`config.mk`:
```
export PLATFORM = sky130hd
export DESIGN_NAME = base64_encoder_core_flat
export DESIGN_NICKNAME = d
export VERILOG_FILES = /design/src/hdl/b64e_pkg.sv /design/src/hdl/b64e_ifs.sv /design/src/hdl/b64e_front.sv /design/src/hdl/b64e_queue.sv /design/src/hdl/b64e_back.sv /design/src/hdl/base64_encoder_core.sv /design/src/flat_wrapper.sv
export SDC_FILE = /design/constraint.sdc
export NUM_CORES = 1
export LEC_CHECK = 0
export BUFFER_PORTS_ARGS = -buffer_cell sky130_fd_sc_hd__buf_2
export CORE_UTILIZATION = 37
export DETAILED_ROUTE_END_ITERATION = 6
export HOLD_SLACK_MARGIN = 0.1
export PLACE_DENSITY = 0.65
export SLEW_MARGIN = 20
export SYNTH_ARGS = -nofsm -noshare
export SYNTH_HDL_FRONTEND = slang
export SYNTH_SLANG_ARGS = --single-unit
```
`constraint.sdc`:
```
create_clock -name clk -period 3.92 [get_ports clk]
set_clock_uncertainty 0.05 [all_clocks]
set_input_delay 0.392 -clock clk [delete_from_list [all_inputs] [get_ports clk]]
set_output_delay 0.392 -clock clk [all_outputs]
set_load 0.1 [all_outputs]
```
`src/hdl/b64e_pkg.sv`:
```
// ----------------------------------------------------------------------------
// b64e_pkg
// Shared types, constants and the symbol-to-ASCII mapping of the encoder.
// ----------------------------------------------------------------------------
`default_nettype none

package b64e_pkg;

  localparam int BYTE_W      = 8;
  localparam int CHAR_W      = 8;
  localparam int SYM_W       = 6;
  localparam int SLOTS       = 4;
  localparam int SLOT_IDX_W  = $clog2(SLOTS);
  localparam int QUEUE_DEPTH = 2;
  localparam int QPTR_W      = $clog2(QUEUE_DEPTH);
  localparam int QCNT_W      = $clog2(QUEUE_DEPTH + 1);

  localparam logic [CHAR_W-1:0] PAD_CHAR = 8'h3D;

  // one output character before translation: a 6-bit symbol or padding
  typedef struct packed {
    logic             pad;
    logic [SYM_W-1:0] sym;
  } b64e_slot_t;

  // work produced by one input byte
  typedef struct packed {
    b64e_slot_t [SLOTS-1:0]  slots;
    logic [SLOT_IDX_W-1:0]   last_idx;
    logic                    eom;
  } b64e_entry_t;

  function automatic logic [CHAR_W-1:0] sym_to_ascii(input logic [SYM_W-1:0] v);
    logic [CHAR_W-1:0] v8;
    logic [CHAR_W-1:0] c;
    v8 = {{(CHAR_W-SYM_W){1'b0}}, v};
    if (v < 6'd26) begin
      c = 8'h41 + v8;
    end else if (v < 6'd52) begin
      c = 8'h61 + (v8 - 8'd26);
    end else if (v < 6'd62) begin
      c = 8'h30 + (v8 - 8'd52);
    end else if (v == 6'd62) begin
      c = 8'h2B;
    end else begin
      c = 8'h2F;
    end
    return c;
  endfunction

endpackage

`default_nettype wire

```
`src/hdl/b64e_ifs.sv`:
```
// ----------------------------------------------------------------------------
// b64e channel interfaces
// Valid/ready channels for raw bytes in and encoded characters out.
// ----------------------------------------------------------------------------
`default_nettype none

interface b64e_in_if
  import b64e_pkg::*;
  ();
  logic              valid;
  logic              ready;
  logic [BYTE_W-1:0] data_byte;
  logic              end_of_message;

  modport source(output valid, output data_byte, output end_of_message, input ready);
  modport sink(input valid, input data_byte, input end_of_message, output ready);
endinterface

interface b64e_out_if
  import b64e_pkg::*;
  ();
  logic              valid;
  logic              ready;
  logic [CHAR_W-1:0] ascii_char;
  logic              final_char;

  modport source(output valid, output ascii_char, output final_char, input ready);
  modport sink(input valid, input ascii_char, input final_char, output ready);
endinterface

`default_nettype wire

```
`src/hdl/b64e_front.sv`:
```
// ----------------------------------------------------------------------------
// b64e_front
// Takes raw bytes, tracks the group phase and leftover bits, and turns each
// byte into a queue entry of one to four symbols.
// ----------------------------------------------------------------------------
`default_nettype none

module b64e_front
  import b64e_pkg::*;
(
  input  wire logic   clk,
  input  wire logic   rst,
  b64e_in_if.sink     bytes,
  input  wire logic   full,
  output logic        push,
  output b64e_entry_t entry
);

  logic [1:0] phase;
  logic [3:0] leftover;
  logic [1:0] phase_next;
  logic [3:0] leftover_next;

  logic [BYTE_W-1:0] b;
  logic              last;

  assign b    = bytes.data_byte;
  assign last = bytes.end_of_message;

  assign bytes.ready = !full;
  assign push        = bytes.valid && !full;

  always_comb begin
    entry         = '0;
    entry.eom     = last;
    phase_next    = phase;
    leftover_next = leftover;
    case (phase)
      2'd1: begin
        entry.slots[0].sym = {leftover[1:0], b[7:4]};
        if (last) begin
          entry.slots[1].sym = {b[3:0], 2'b00};
          entry.slots[2].pad = 1'b1;
          entry.last_idx     = 2'd2;
        end else begin
          entry.last_idx = 2'd0;
          leftover_next  = b[3:0];
          phase_next     = 2'd2;
        end
      end
      2'd2: begin
        entry.slots[0].sym = {leftover, b[7:6]};
        entry.slots[1].sym = b[5:0];
        entry.last_idx     = 2'd1;
        leftover_next      = 4'd0;
        phase_next         = 2'd0;
      end
      default: begin
        entry.slots[0].sym = b[7:2];
        if (last) begin
          entry.slots[1].sym = {b[1:0], 4'b0000};
          entry.slots[2].pad = 1'b1;
          entry.slots[3].pad = 1'b1;
          entry.last_idx     = 2'd3;
        end else begin
          entry.last_idx = 2'd0;
          leftover_next  = {2'b00, b[1:0]};
          phase_next     = 2'd1;
        end
      end
    endcase
    if (last) begin
      phase_next    = 2'd0;
      leftover_next = 4'd0;
    end
  end

  always_ff @(posedge clk) begin
    if (rst) begin
      phase    <= 2'd0;
      leftover <= 4'd0;
    end else if (push) begin
      phase    <= phase_next;
      leftover <= leftover_next;
    end
  end

endmodule

`default_nettype wire

```
`src/hdl/b64e_queue.sv`:
```
// ----------------------------------------------------------------------------
// b64e_queue
// Short FIFO of symbol entries between the byte front end and the
// character back end.
// ----------------------------------------------------------------------------
`default_nettype none

module b64e_queue
  import b64e_pkg::*;
(
  input  wire logic         clk,
  input  wire logic         rst,
  input  wire logic         push,
  input  wire b64e_entry_t  wr_entry,
  input  wire logic         pop,
  output b64e_entry_t       head,
  output logic              full,
  output logic              empty
);

  b64e_entry_t       mem [QUEUE_DEPTH];
  logic [QPTR_W-1:0] wr_ptr;
  logic [QPTR_W-1:0] rd_ptr;
  logic [QCNT_W-1:0] count;

  assign full  = (count == QCNT_W'(QUEUE_DEPTH));
  assign empty = (count == '0);
  assign head  = mem[rd_ptr];

  always_ff @(posedge clk) begin
    if (push) begin
      mem[wr_ptr] <= wr_entry;
    end
  end

  always_ff @(posedge clk) begin
    if (rst) begin
      wr_ptr <= '0;
      rd_ptr <= '0;
      count  <= '0;
    end else begin
      if (push) begin
        wr_ptr <= (wr_ptr == QPTR_W'(QUEUE_DEPTH - 1)) ? '0 : wr_ptr + 1'b1;
      end
      if (pop) begin
        rd_ptr <= (rd_ptr == QPTR_W'(QUEUE_DEPTH - 1)) ? '0 : rd_ptr + 1'b1;
      end
      case ({push, pop})
        2'b10:   count <= count + 1'b1;
        2'b01:   count <= count - 1'b1;
        default: count <= count;
      endcase
    end
  end

endmodule

`default_nettype wire

```
`src/hdl/b64e_back.sv`:
```
// ----------------------------------------------------------------------------
// b64e_back
// Walks the head entry one slot per cycle unless stalled, maps symbols to
// ASCII and holds each character in an output register until it is taken.
// ----------------------------------------------------------------------------
`default_nettype none

module b64e_back
  import b64e_pkg::*;
(
  input  wire logic         clk,
  input  wire logic         rst,
  input  wire b64e_entry_t  head,
  input  wire logic         empty,
  output logic              pop,
  b64e_out_if.source        chars
);

  logic [SLOT_IDX_W-1:0] idx;
  logic                  out_valid;
  logic [CHAR_W-1:0]     out_char;
  logic                  out_final;

  logic       load;
  logic       at_end;
  b64e_slot_t slot;

  assign slot   = head.slots[idx];
  assign at_end = (idx == head.last_idx);
  assign load   = !empty && (!out_valid || chars.ready);
  assign pop    = load && at_end;

  assign chars.valid      = out_valid;
  assign chars.ascii_char = out_char;
  assign chars.final_char = out_final;

  always_ff @(posedge clk) begin
    if (rst) begin
      idx       <= '0;
      out_valid <= 1'b0;
    end else begin
      if (load) begin
        out_valid <= 1'b1;
        idx       <= at_end ? '0 : idx + 1'b1;
      end else if (chars.ready) begin
        out_valid <= 1'b0;
      end
    end
  end

  // character payload needs no reset
  always_ff @(posedge clk) begin
    if (load) begin
      out_char  <= slot.pad ? PAD_CHAR : sym_to_ascii(slot.sym);
      out_final <= head.eom && at_end;
    end
  end

endmodule

`default_nettype wire

```
`src/hdl/base64_encoder_core.sv`:
```
// ----------------------------------------------------------------------------
// base64_encoder_core
// Streaming base64 encoder with the standard alphabet and '=' padding.
// ----------------------------------------------------------------------------
// Raw bytes enter on the bytes channel, end_of_message marking the last byte
// of a message; encoded ASCII characters leave on the chars channel, one per
// cycle while it is ready, with final_char set on the last character of the
// message. The front end turns each byte into one to four symbols
// combinationally and queues them in a two-entry FIFO; the back end emits one
// character per cycle unless stalled, from a registered output. The output
// port sets the pace: a byte yields one character at group phases 0 and 1
// and two at phase 2, and a closing byte two to four. Bytes keep being taken
// while characters of earlier bytes wait, as long as the FIFO has room.
// ----------------------------------------------------------------------------
`default_nettype none

module base64_encoder_core
  import b64e_pkg::*;
(
  input  wire logic  clk,
  input  wire logic  rst,
  b64e_in_if.sink    bytes,
  b64e_out_if.source chars
);

  logic        push;
  logic        pop;
  logic        full;
  logic        empty;
  b64e_entry_t wr_entry;
  b64e_entry_t head;

  b64e_front u_front (
    .clk   (clk),
    .rst   (rst),
    .bytes (bytes),
    .full  (full),
    .push  (push),
    .entry (wr_entry)
  );

  b64e_queue u_queue (
    .clk      (clk),
    .rst      (rst),
    .push     (push),
    .wr_entry (wr_entry),
    .pop      (pop),
    .head     (head),
    .full     (full),
    .empty    (empty)
  );

  b64e_back u_back (
    .clk   (clk),
    .rst   (rst),
    .head  (head),
    .empty (empty),
    .pop   (pop),
    .chars (chars)
  );

endmodule

`default_nettype wire

```
`src/flat_wrapper.sv`:
```
// flat-port wrapper written by rule: the top's interface ports become plain ports
module base64_encoder_core_flat import b64e_pkg::*;
  (clk, rst, bytes_valid, bytes_data_byte, bytes_end_of_message, bytes_ready, chars_valid, chars_ascii_char, chars_final_char, chars_ready);
  b64e_in_if bytes_i ();
  b64e_out_if chars_i ();
  input  wire logic clk;
  input  wire logic rst;
  input wire logic [$bits(bytes_i.valid)-1:0] bytes_valid;
  input wire logic [$bits(bytes_i.data_byte)-1:0] bytes_data_byte;
  input wire logic [$bits(bytes_i.end_of_message)-1:0] bytes_end_of_message;
  output wire logic [$bits(bytes_i.ready)-1:0] bytes_ready;
  output wire logic [$bits(chars_i.valid)-1:0] chars_valid;
  output wire logic [$bits(chars_i.ascii_char)-1:0] chars_ascii_char;
  output wire logic [$bits(chars_i.final_char)-1:0] chars_final_char;
  input wire logic [$bits(chars_i.ready)-1:0] chars_ready;
  assign bytes_i.valid = bytes_valid;
  assign bytes_i.data_byte = bytes_data_byte;
  assign bytes_i.end_of_message = bytes_end_of_message;
  assign bytes_ready = bytes_i.ready;
  assign chars_valid = chars_i.valid;
  assign chars_ascii_char = chars_i.ascii_char;
  assign chars_final_char = chars_i.final_char;
  assign chars_i.ready = chars_ready;
  base64_encoder_core u_core (.clk(clk), .rst(rst), .bytes(bytes_i), .chars(chars_i));
endmodule
```
==> metrics.md, run 1 <==
| Metric | Value |
|---|---|
| Ant. Diodes | 0 |
| Gpl congestion | 0.850 |
| Post-Syn Nets | between 200 and 300 |
| Largest net degree at the start of global routing | 22 |
| Worst Path Arrival | between 3 and 4 ns |
| Worst slew margin | a little over three fifths |
| Total grt overflow | 0 |
| Chip height | 92.6 um |
| Rows | 32 |
| CTS-repair resized insts | 0 |
| Layout cells sized above 1 | between 20 and 25% |
| Met1 WL | approximately 2600 um |
| Fin crit share | around four fifths |
| Met3 Routed Length | between 200 and 250 um |
| Startpoint Class | register |
| Hold Path Class | primary input to register |
| Post-synth cell types | between 50 and 60 |
| Root buffer cell | clkbuf_8 |
| #FFs+latches synth | 57 |
| GRT Total Usage | 14.3% |
| CTS clk-pin slew, worst paths | about 0.070 ns |
| Warnings from Yosys | 0 |
| Drt via density | approximately 5.0 |
| Post-synth top flop | edfxtp_1 |
| Post-synth EDFFs | 43 |
| H-tree depth | 3 |
| Routed length on met2 | approximately 2600 um |
| Count of pins over their slew limit | 0 |
| Postcts setup bufs | 0 |
| Crit path max fanout | 15 |
| Endpoints failing setup | 0 |
| Util after Layout | between 40% and 50% |
| Final Hold Fails | 0 |
| Core Region | approximately 0.0078 sq mm |
| Async S/R FF share, synth | 0% |
| CTS buffer count | 9 |
| CTS tree | done |
| First-pass GRT wire length | between 9000 and 10000 um |
| Post-layout min period | slightly above 3 ns |
| Initial DRC count | between 100 and 150 |
| Die width | 92.6 um |
| Post-synthesis cell count | about 250 |
| TNS Setup | 0 ns |
| CTS max path bufs | 2 |
| Nets@finish | between 300 and 400 |
| Clk_lat worst skew | between 0.3 and 0.4 ns |
| DP HPWL | 4010 um |
| Die footprint | approximately 0.0086 sq mm |
| CTS Hold Bufs | 0 |
| Initial Util | approximately two fifths |
| Final ANT Viol Nets | 0 |
| Pre-antenna DRT Iters | 4 |
| Seq/Total Area, Yosys | about half |
| Worst EP required | 3.94 ns |
| Sink Count | 57 |
| Achievable Freq | roughly 0.32 GHz |
| Setup slack, reg-to-reg | between 0.8 and 0.9 ns |
| Wire length per cell | 14.2 um |
| Vias in the first global route | slightly below 2000 |
| Status | completed |
| Syn-to-layout area delta | 14.5% |
| Crit. End Element | register |
| Remaining DRCs | 0 |
| Antenna violations before repair | 0 |
| Syn_area_per_cell | roughly 12 sq um |
| RSZ-0062 raised after global routing | false |
| Max-Cap Viols | 0 |
| # IOs | 24 |
| WS Path Type | register to register |
| Worst slew pin tran | ~0.55 ns |
| DR vias | roughly 2000 |
| Post-synthesis instance area | between 0.003 and 0.004 sq mm |
| I/O Buffers | 23 |
| Post-Route WL | 5480 um |
| DR top layer | met4 |
layout make-up:
type | instances | area (sq um)
clock buffers | 11 | 131
clock inverters | 5 | 105
fillers | 728 | 4370
inverters | 12 | 45.0
multi-input cells | 173 | 1350
flip-flops and latches | 57 | 1570
well taps | 102 | 128
repair buffers | 27 | 145
final timing paths:
check,start,endpoint,depth (start not counted)
setup / recovery,register,u_core.u_back.chars.ascii_char[4],9
hold / removal,chars_ready,u_core.u_back.chars.valid,3
setup reg to reg,register,u_core.u_back.chars.ascii_char[4],9
hold reg to reg,u_core.u_back.chars.valid,u_core.u_back.chars.valid,2
per-layer routing:
metal	vias to the layer above	track usage, %
met2	36	24.5
met4	0	4.17
met5	-	0
li1	989	-
met1	923	17.1
met3	5	4.68
cell families (layout without fill, tap and decap cells):
family / Yosys count / count (layout) / share of synthesized area [%]
AO/OA/AOI/OAI: 52 / 52 / 13.8
XOR/XNOR: 12 / 12 / 3.71
adder cells (fa/ha/maj): 12 / 12 / 4.95
buffers and inverters: 24 / 55 / 3.79
flip-flops: 57 / 57 / 51.8
multiplexers: 18 / 18 / 8.74
AND/OR/NAND/NOR: 79 / 79 / 13.2
state kept, by name (all words and copies together), names as in the netlist, 2 cells and up, named ones only:
name / count
u_core.u_queue.mem: 34
u_core.u_back.chars.ascii_char: 8
u_core.u_front.leftover: 4
u_core.u_back.idx: 2
u_core.u_front.phase: 2
u_core.u_queue.count: 2
per-stage QoR:
step	hold slack [ns]	worst slack [ns]	cells	cell area, sq um
4_1_cts	0.268	0.831	387	3470
3_3_place_gp	0.426	0.956	371	3240
2_1_floorplan	0.411	1.01	254	3030
5_1_grt	0.319	0.606	387	3470
6_report	0.289	0.837	387	3470
3_5_place_dp	0.429	0.882	371	3240
synth_stat cells, drive strengths merged (8+ instances only):
cell type / n / area, sq um
a21oi: 8 / 43.8
nor2: 26 / 97.6
o21ai: 11 / 66.3
dfxtp: 14 / 280
ha: 12 / 150
nand2b: 8 / 52.6
nand2: 19 / 71.3
xnor2: 8 / 70.1
edfxtp: 43 / 1290
inv: 12 / 45.0
a22oi: 12 / 90.1
mux2i: 10 / 100
critical path, cell delays in order, from the launching register on:
cell and delay [ns]:
dfxtp_1 0.43, buf_4 0.29, mux2_4 0.34, a22oi_1 0.34, ha_1 0.34, or3b_2 0.46, mux2i_1 0.24, xnor2_1 0.09
a22oi_1 0.14, a21oi_1 0.08
cells in the final DEF, fill, tap and decap left out, types with 5 or more instances in the layout:
cell type and instances:
buf_2 23, nand2_1 19, nand2b_1 7, nor2_1 26, o21ai_0 10, a21oi_1 7
inv_1 11, dfxtp_1 14, a22oi_1 12, clkbuf_8 9, ha_1 12, edfxtp_1 43
xnor2_1 8, a32oi_1 5, mux2i_1 10
Power of run 1 is left out: the tool's default activity adds up to more than one toggle a clock period on the data nets, which glitch-free logic cannot reach.
==> run 2: changes to the inputs <==
Clock period 3.92 ns to 3.2 ns, I/O delays scaled along.
==> metrics.md, run 2 (same netlist as run 1, synthesis figures left out) <==
| Metric | Value |
|---|---|
| Pre-antenna DRT Iters | 4 |
| Sink Count | 57 |
| Filler instances | around 770 |
| Crit. End Element | register |
| First-pass GRT wire length | about 9500 um |
| Commonest non-fill, non-tap cell in the layout | edfxtp_1 |
| Rows | 32 |
| Ant. Diodes | 0 |
| # IOs | 24 |
| CTS buffer count | 9 |
| Fin crit share | 92.1% |
| Gpl congestion | between 0.9 and 1 |
| CTS tree | done |
| Post-Route WL | about 5600 um |
| Source of the worst hold timing path | chars_ready |
| Combined area of the multi-input logic cells | 0.00135 sq mm |
| Largest net degree at the start of global routing | 22 |
| Nets@finish | around 300 |
| Most frequent cells in the layout | 43 x edfxtp_1, 26 x nor2_1, 23 x buf_2, 19 x nand2_1, 13 x dfxtp_1 |
| Postcts setup bufs | 0 |
| Syn-to-layout area delta | 13.4% |
| Final Hold Fails | 0 |
| Largest Register | u_core.u_queue.mem |
| Core Region | just under 0.008 sq mm |
| Clk_lat worst skew | 0.32 ns |
| Root buffer cell | clkbuf_8 |
| TNS Setup | 0 ns |
| Post-layout min period | about 2.9 ns |
| DR vias | roughly 2000 |
| CTS clk-pin slew, worst paths | ~0.070 ns |
| Chip height | 92.6 um |
| Max reg flops | 34 |
| Count of pins over their slew limit | 0 |
| GRT Total Usage | 14.5% |
| Worst Path Arrival | between 2 and 3 ns |
| Initial Util | 38.7% |
| Drt via density | approximately 5.1 |
| RSZ-0062 raised after global routing | false |
| Max-Cap Viols | 0 |
| Worst slew margin | between 60% and 70% |
| I/O Buffers | 23 |
| Die footprint | ~0.0086 sq mm |
| Achievable Freq | 0.339 GHz |
| Remaining DRCs | 0 |
| Antenna violations before repair | 0 |
| Status | completed |
| Initial DRC count | between 40 and 50 |
| H-tree depth | 3 |
| Startpoint Class | register |
| Layout cells sized above 1 | about 22% |
| R2R depth | 8 |
| Wire length per cell | roughly 14 um |
| Final ANT Viol Nets | 0 |
| WS Path Type | register to register |
| Total grt overflow | 0 |
| CTS max path bufs | 2 |
| Hold Path Class | primary input to register |
| Sequential cell area | between 0.0015 and 0.002 sq mm |
| Die width | 92.6 um |
| Hold path cells | 3 |
| Worst slew pin tran | around 0.55 ns |
| Endpoints failing setup | 0 |
| DP HPWL | 4190 um |
| Worst EP required | approximately 3.2 ns |
| Vias in the first global route | between 1500 and 2000 |
| Crit path max fanout | 9 |
==> run 2: worst paths after layout <==
| kind | endpoint | slack (ns) |
|---|---|---|
| setup reg to reg | u_core.u_back.chars.ascii_char[4] | 0.25 |
| setup / recovery | u_core.u_back.chars.ascii_char[4] | 0.25 |
| hold reg to reg | u_core.u_back.chars.valid | 0.45 |
| hold / removal | u_core.u_back.chars.valid | 0.24 |
==> run 2: per-layer routing <==
layer	routed length, um	share of wire, %	vias to the layer above	GRT usage (%)
li1	-	-	1001	-
met1	2620	47	944	17.3
met2	2660	48	41	24.6
met3	210	3.8	6	3.78
met4	97	1.7	0	5.99
met5	0	0	-	0
==> run 2: through the flow <==
stage / hold slack [ns] / setup slack, ns / util (%) / cell area (sq um) / std cells
after CTS: 0.220 / 0.156 / 43.8 / 3440 / 391
after detailed placement: 0.436 / 0.177 / 41.6 / 3270 / 375
final: 0.237 / 0.254 / 43.8 / 3440 / 391
after global routing: 0.236 / 0.0400 / 43.8 / 3440 / 391
after floorplan: 0.339 / 0.287 / - / 3030 / 254
after global placement: 0.432 / 0.212 / 41.6 / 3270 / 375
==> run 2: what timing repair did <==
action / in CTS / in global routing
hold buffers: 0 / 0
gates resized for setup: 0 / 1
endpoints found under the setup margin: 0 / 1
==> run 2: cell type report <==
cell class                      instances  share of cell area, %
Clock buffer                           10                   3.71
Tap cell                              102                   3.71
Timing Repair Buffer                   31                   5.09
Sequential cell                        57                   45.7
Clock inverter                          6                   1.27
Inverter                               12                   1.31
Multi-Input combinational cell        173                   39.2
==> run 2: critical path: stages (launching register included) <==
cell      delay [ns]
dfxtp_2         0.44
mux4_1          0.65
nand2b_1        0.22
ha_1            0.30
or3b_2          0.45
mux2i_1         0.25
xnor2_1         0.10
a22oi_1         0.15
a21oi_1         0.09
Power of run 2 is left out for the same reason.
==> run 3: changes to the inputs <==
Settings changed: PLACE_DENSITY 0.65 to 0.67, REMOVE_ABC_BUFFERS from default to 1.
Clock period 3.2 ns to 2.55 ns, I/O delays scaled along.
==> metrics.md, run 3 (same netlist as run 1, synthesis figures left out) <==
| Metric | Value |
|---|---|
| Status | complete, but fails checks |
| Violated checks | negative setup slack |
| Die footprint | approximately 0.0086 sq mm |
| Worst EP required | around 2.6 ns |
| Post-Route WL | roughly 6000 um |
| Endpoints failing setup | 3 |
| Syn-to-layout area delta | 23.9% |
| Rows | 32 |
| Combined area of the multi-input logic cells | approximately 0.0014 sq mm |
| Achievable Freq | about 0.38 GHz |
| Largest net degree at the start of global routing | 22 |
| DR vias | between 2000 and 2500 |
| CTS max path bufs | 2 |
| Post-layout min period | 2.66 ns |
| R2R depth | 10 |
| Fin crit share | 104% |
| Core Region | just under 0.008 sq mm |
| Layout cells sized above 1 | between 20 and 30% |
| Wire length per cell | around 15 um |
| I/O Buffers | 23 |
| Hold path cells | 3 |
| Hold Path Class | primary input to register |
| Gpl congestion | 0.906 |
| Final ANT Viol Nets | 0 |
| Final Hold Fails | 0 |
| Setup slack, reg-to-reg | -0.11 ns |
| Initial DRC count | between 80 and 90 |
| Worst slew margin | between 60% and 70% |
| Most frequent cells in the layout | 43 x edfxtp_1, 30 x buf_4, 26 x nor2_1, 23 x buf_2, 19 x nand2_1 |
| Final Non-Filler Cells | slightly above 400 |
| CTS buffer count | 9 |
| Nets@finish | around 330 |
| Largest Register | u_core.u_queue.mem |
| Remaining DRCs | 0 |
| WS Path Type | register to register |
| Fin area | 0.00376 sq mm |
| Max reg flops | 34 |
| Crit path max fanout | 6 |
| Die width | ~93 um |
| Chip height | 92.6 um |
| Total grt overflow | 0 |
| Worst Hold End | u_core.u_back.chars.valid |
| Worst Path Arrival | between 2 and 3 ns |
| Filler instances | between 700 and 800 |
| Commonest non-fill, non-tap cell in the layout | edfxtp_1 |
| Root buffer cell | clkbuf_8 |
| Max-Cap Viols | 0 |
| Cells after DPL | 394 |
| Final worst setup slack | -0.110 ns |
| CTS tree | done |
| Worst slew pin tran | 0.543 ns |
| Crit. End Element | register |
| Clk_lat worst skew | 0.33 ns |
| First-pass GRT wire length | between 10000 and 15000 um |
| Worst Hold Slack | between 0.15 and 0.2 ns |
| Count of pins over their slew limit | 0 |
| Ant. Diodes | 0 |
| Sink Count | 57 |
| Antenna violations before repair | 0 |
| Placed Instance Area | 0.00341 sq mm |
| CTS clk-pin slew, worst paths | 0.07 ns |
| # IOs | 24 |
| Startpoint Class | register |
| H-tree depth | 3 |
| Util after Layout | 47.9% |
| CTS Hold Bufs | 0 |
| DP HPWL | about 4300 um |
| R2R Path End | u_core.u_back.chars.ascii_char[4] |
| RSZ-0062 raised after global routing | true |
| Initial Util | 38.7% |
| Source of the worst hold timing path | chars_ready |
| Sequential cell area | ~0.0016 sq mm |
| Vias in the first global route | ~2100 |
| Drt via density | 5.14 |
| GRT Total Usage | between 10% and 20% |
| Pre-antenna DRT Iters | 4 |
==> run 3: cell count changes in the layout (fill, tap and decap cells not counted), sizes merged <==
| cell | before | now |
|---|---|---|
| buf | 31 | 53 |
| bufinv | 0 | 4 |
| clkinvlp | 4 | 0 |
| clkbuf | 10 | 11 |
| inv | 13 | 12 |
==> run 3: layout make-up <==
type / count / area share [%]
Tap cell: 102 / 3.39
Multi-Input combinational cell: 173 / 37.5
Clock inverter: 5 / 3.43
Clock buffer: 11 / 3.49
Inverter: 12 / 1.26
Sequential cell: 57 / 41.9
Timing Repair Buffer: 53 / 9.05
==> run 3: worst max-delay path: stages, from the launching register on <==
cell	delay, ns
dfxtp_4	0.38
mux4_2	0.55
nand2b_4	0.11
inv_4	0.04
ha_4	0.15
and3b_2	0.21
a221oi_4	0.34
xor2_2	0.25
xnor2_1	0.10
a22oi_1	0.15
a21oi_1	0.09
==> run 3: per-layer routing <==
layer / share of wire [%] / wire (um) / track usage [%]
met1: 44 / 2680 / 18.6
met2: 51 / 3100 / 26.9
met3: 4.1 / 253 / 4.43
met4: 1.5 / 94 / 5.60
met5: 0 / 0 / 0
==> run 3: worst max-delay path by stage <==
stage / start / endpoint / slack (ns) / cells after the start
floorplan: register / u_core.u_back.chars.ascii_char[4] / -0.64 / 10
global placement: register / u_core.u_back.chars.ascii_char[4] / -0.17 / 10
detailed placement: register / u_core.u_back.chars.ascii_char[4] / -0.24 / 10
CTS: register / u_core.u_back.chars.ascii_char[4] / -0.06 / 10
global route: register / u_core.u_back.chars.ascii_char[4] / -0.24 / 10
finish: register / u_core.u_back.chars.ascii_char[4] / -0.11 / 10
==> run 3: what timing repair did <==
item	CTS	global route
buffers inserted	2	1
gates cloned	0	0
hold endpoints to repair	0	0
gates resized for setup	16	0
endpoints found under the setup margin	4	4
pin swaps	7	6
==> run 3: through the flow <==
stage / setup TNS, ns / setup WS, ns
floorplan: -16.39 / -0.639
global placement: -0.366 / -0.172
detailed placement: -0.740 / -0.239
CTS: -0.0741 / -0.0602
global route: -0.601 / -0.243
finish: -0.227 / -0.110
Power of run 3 is left out for the same reason.
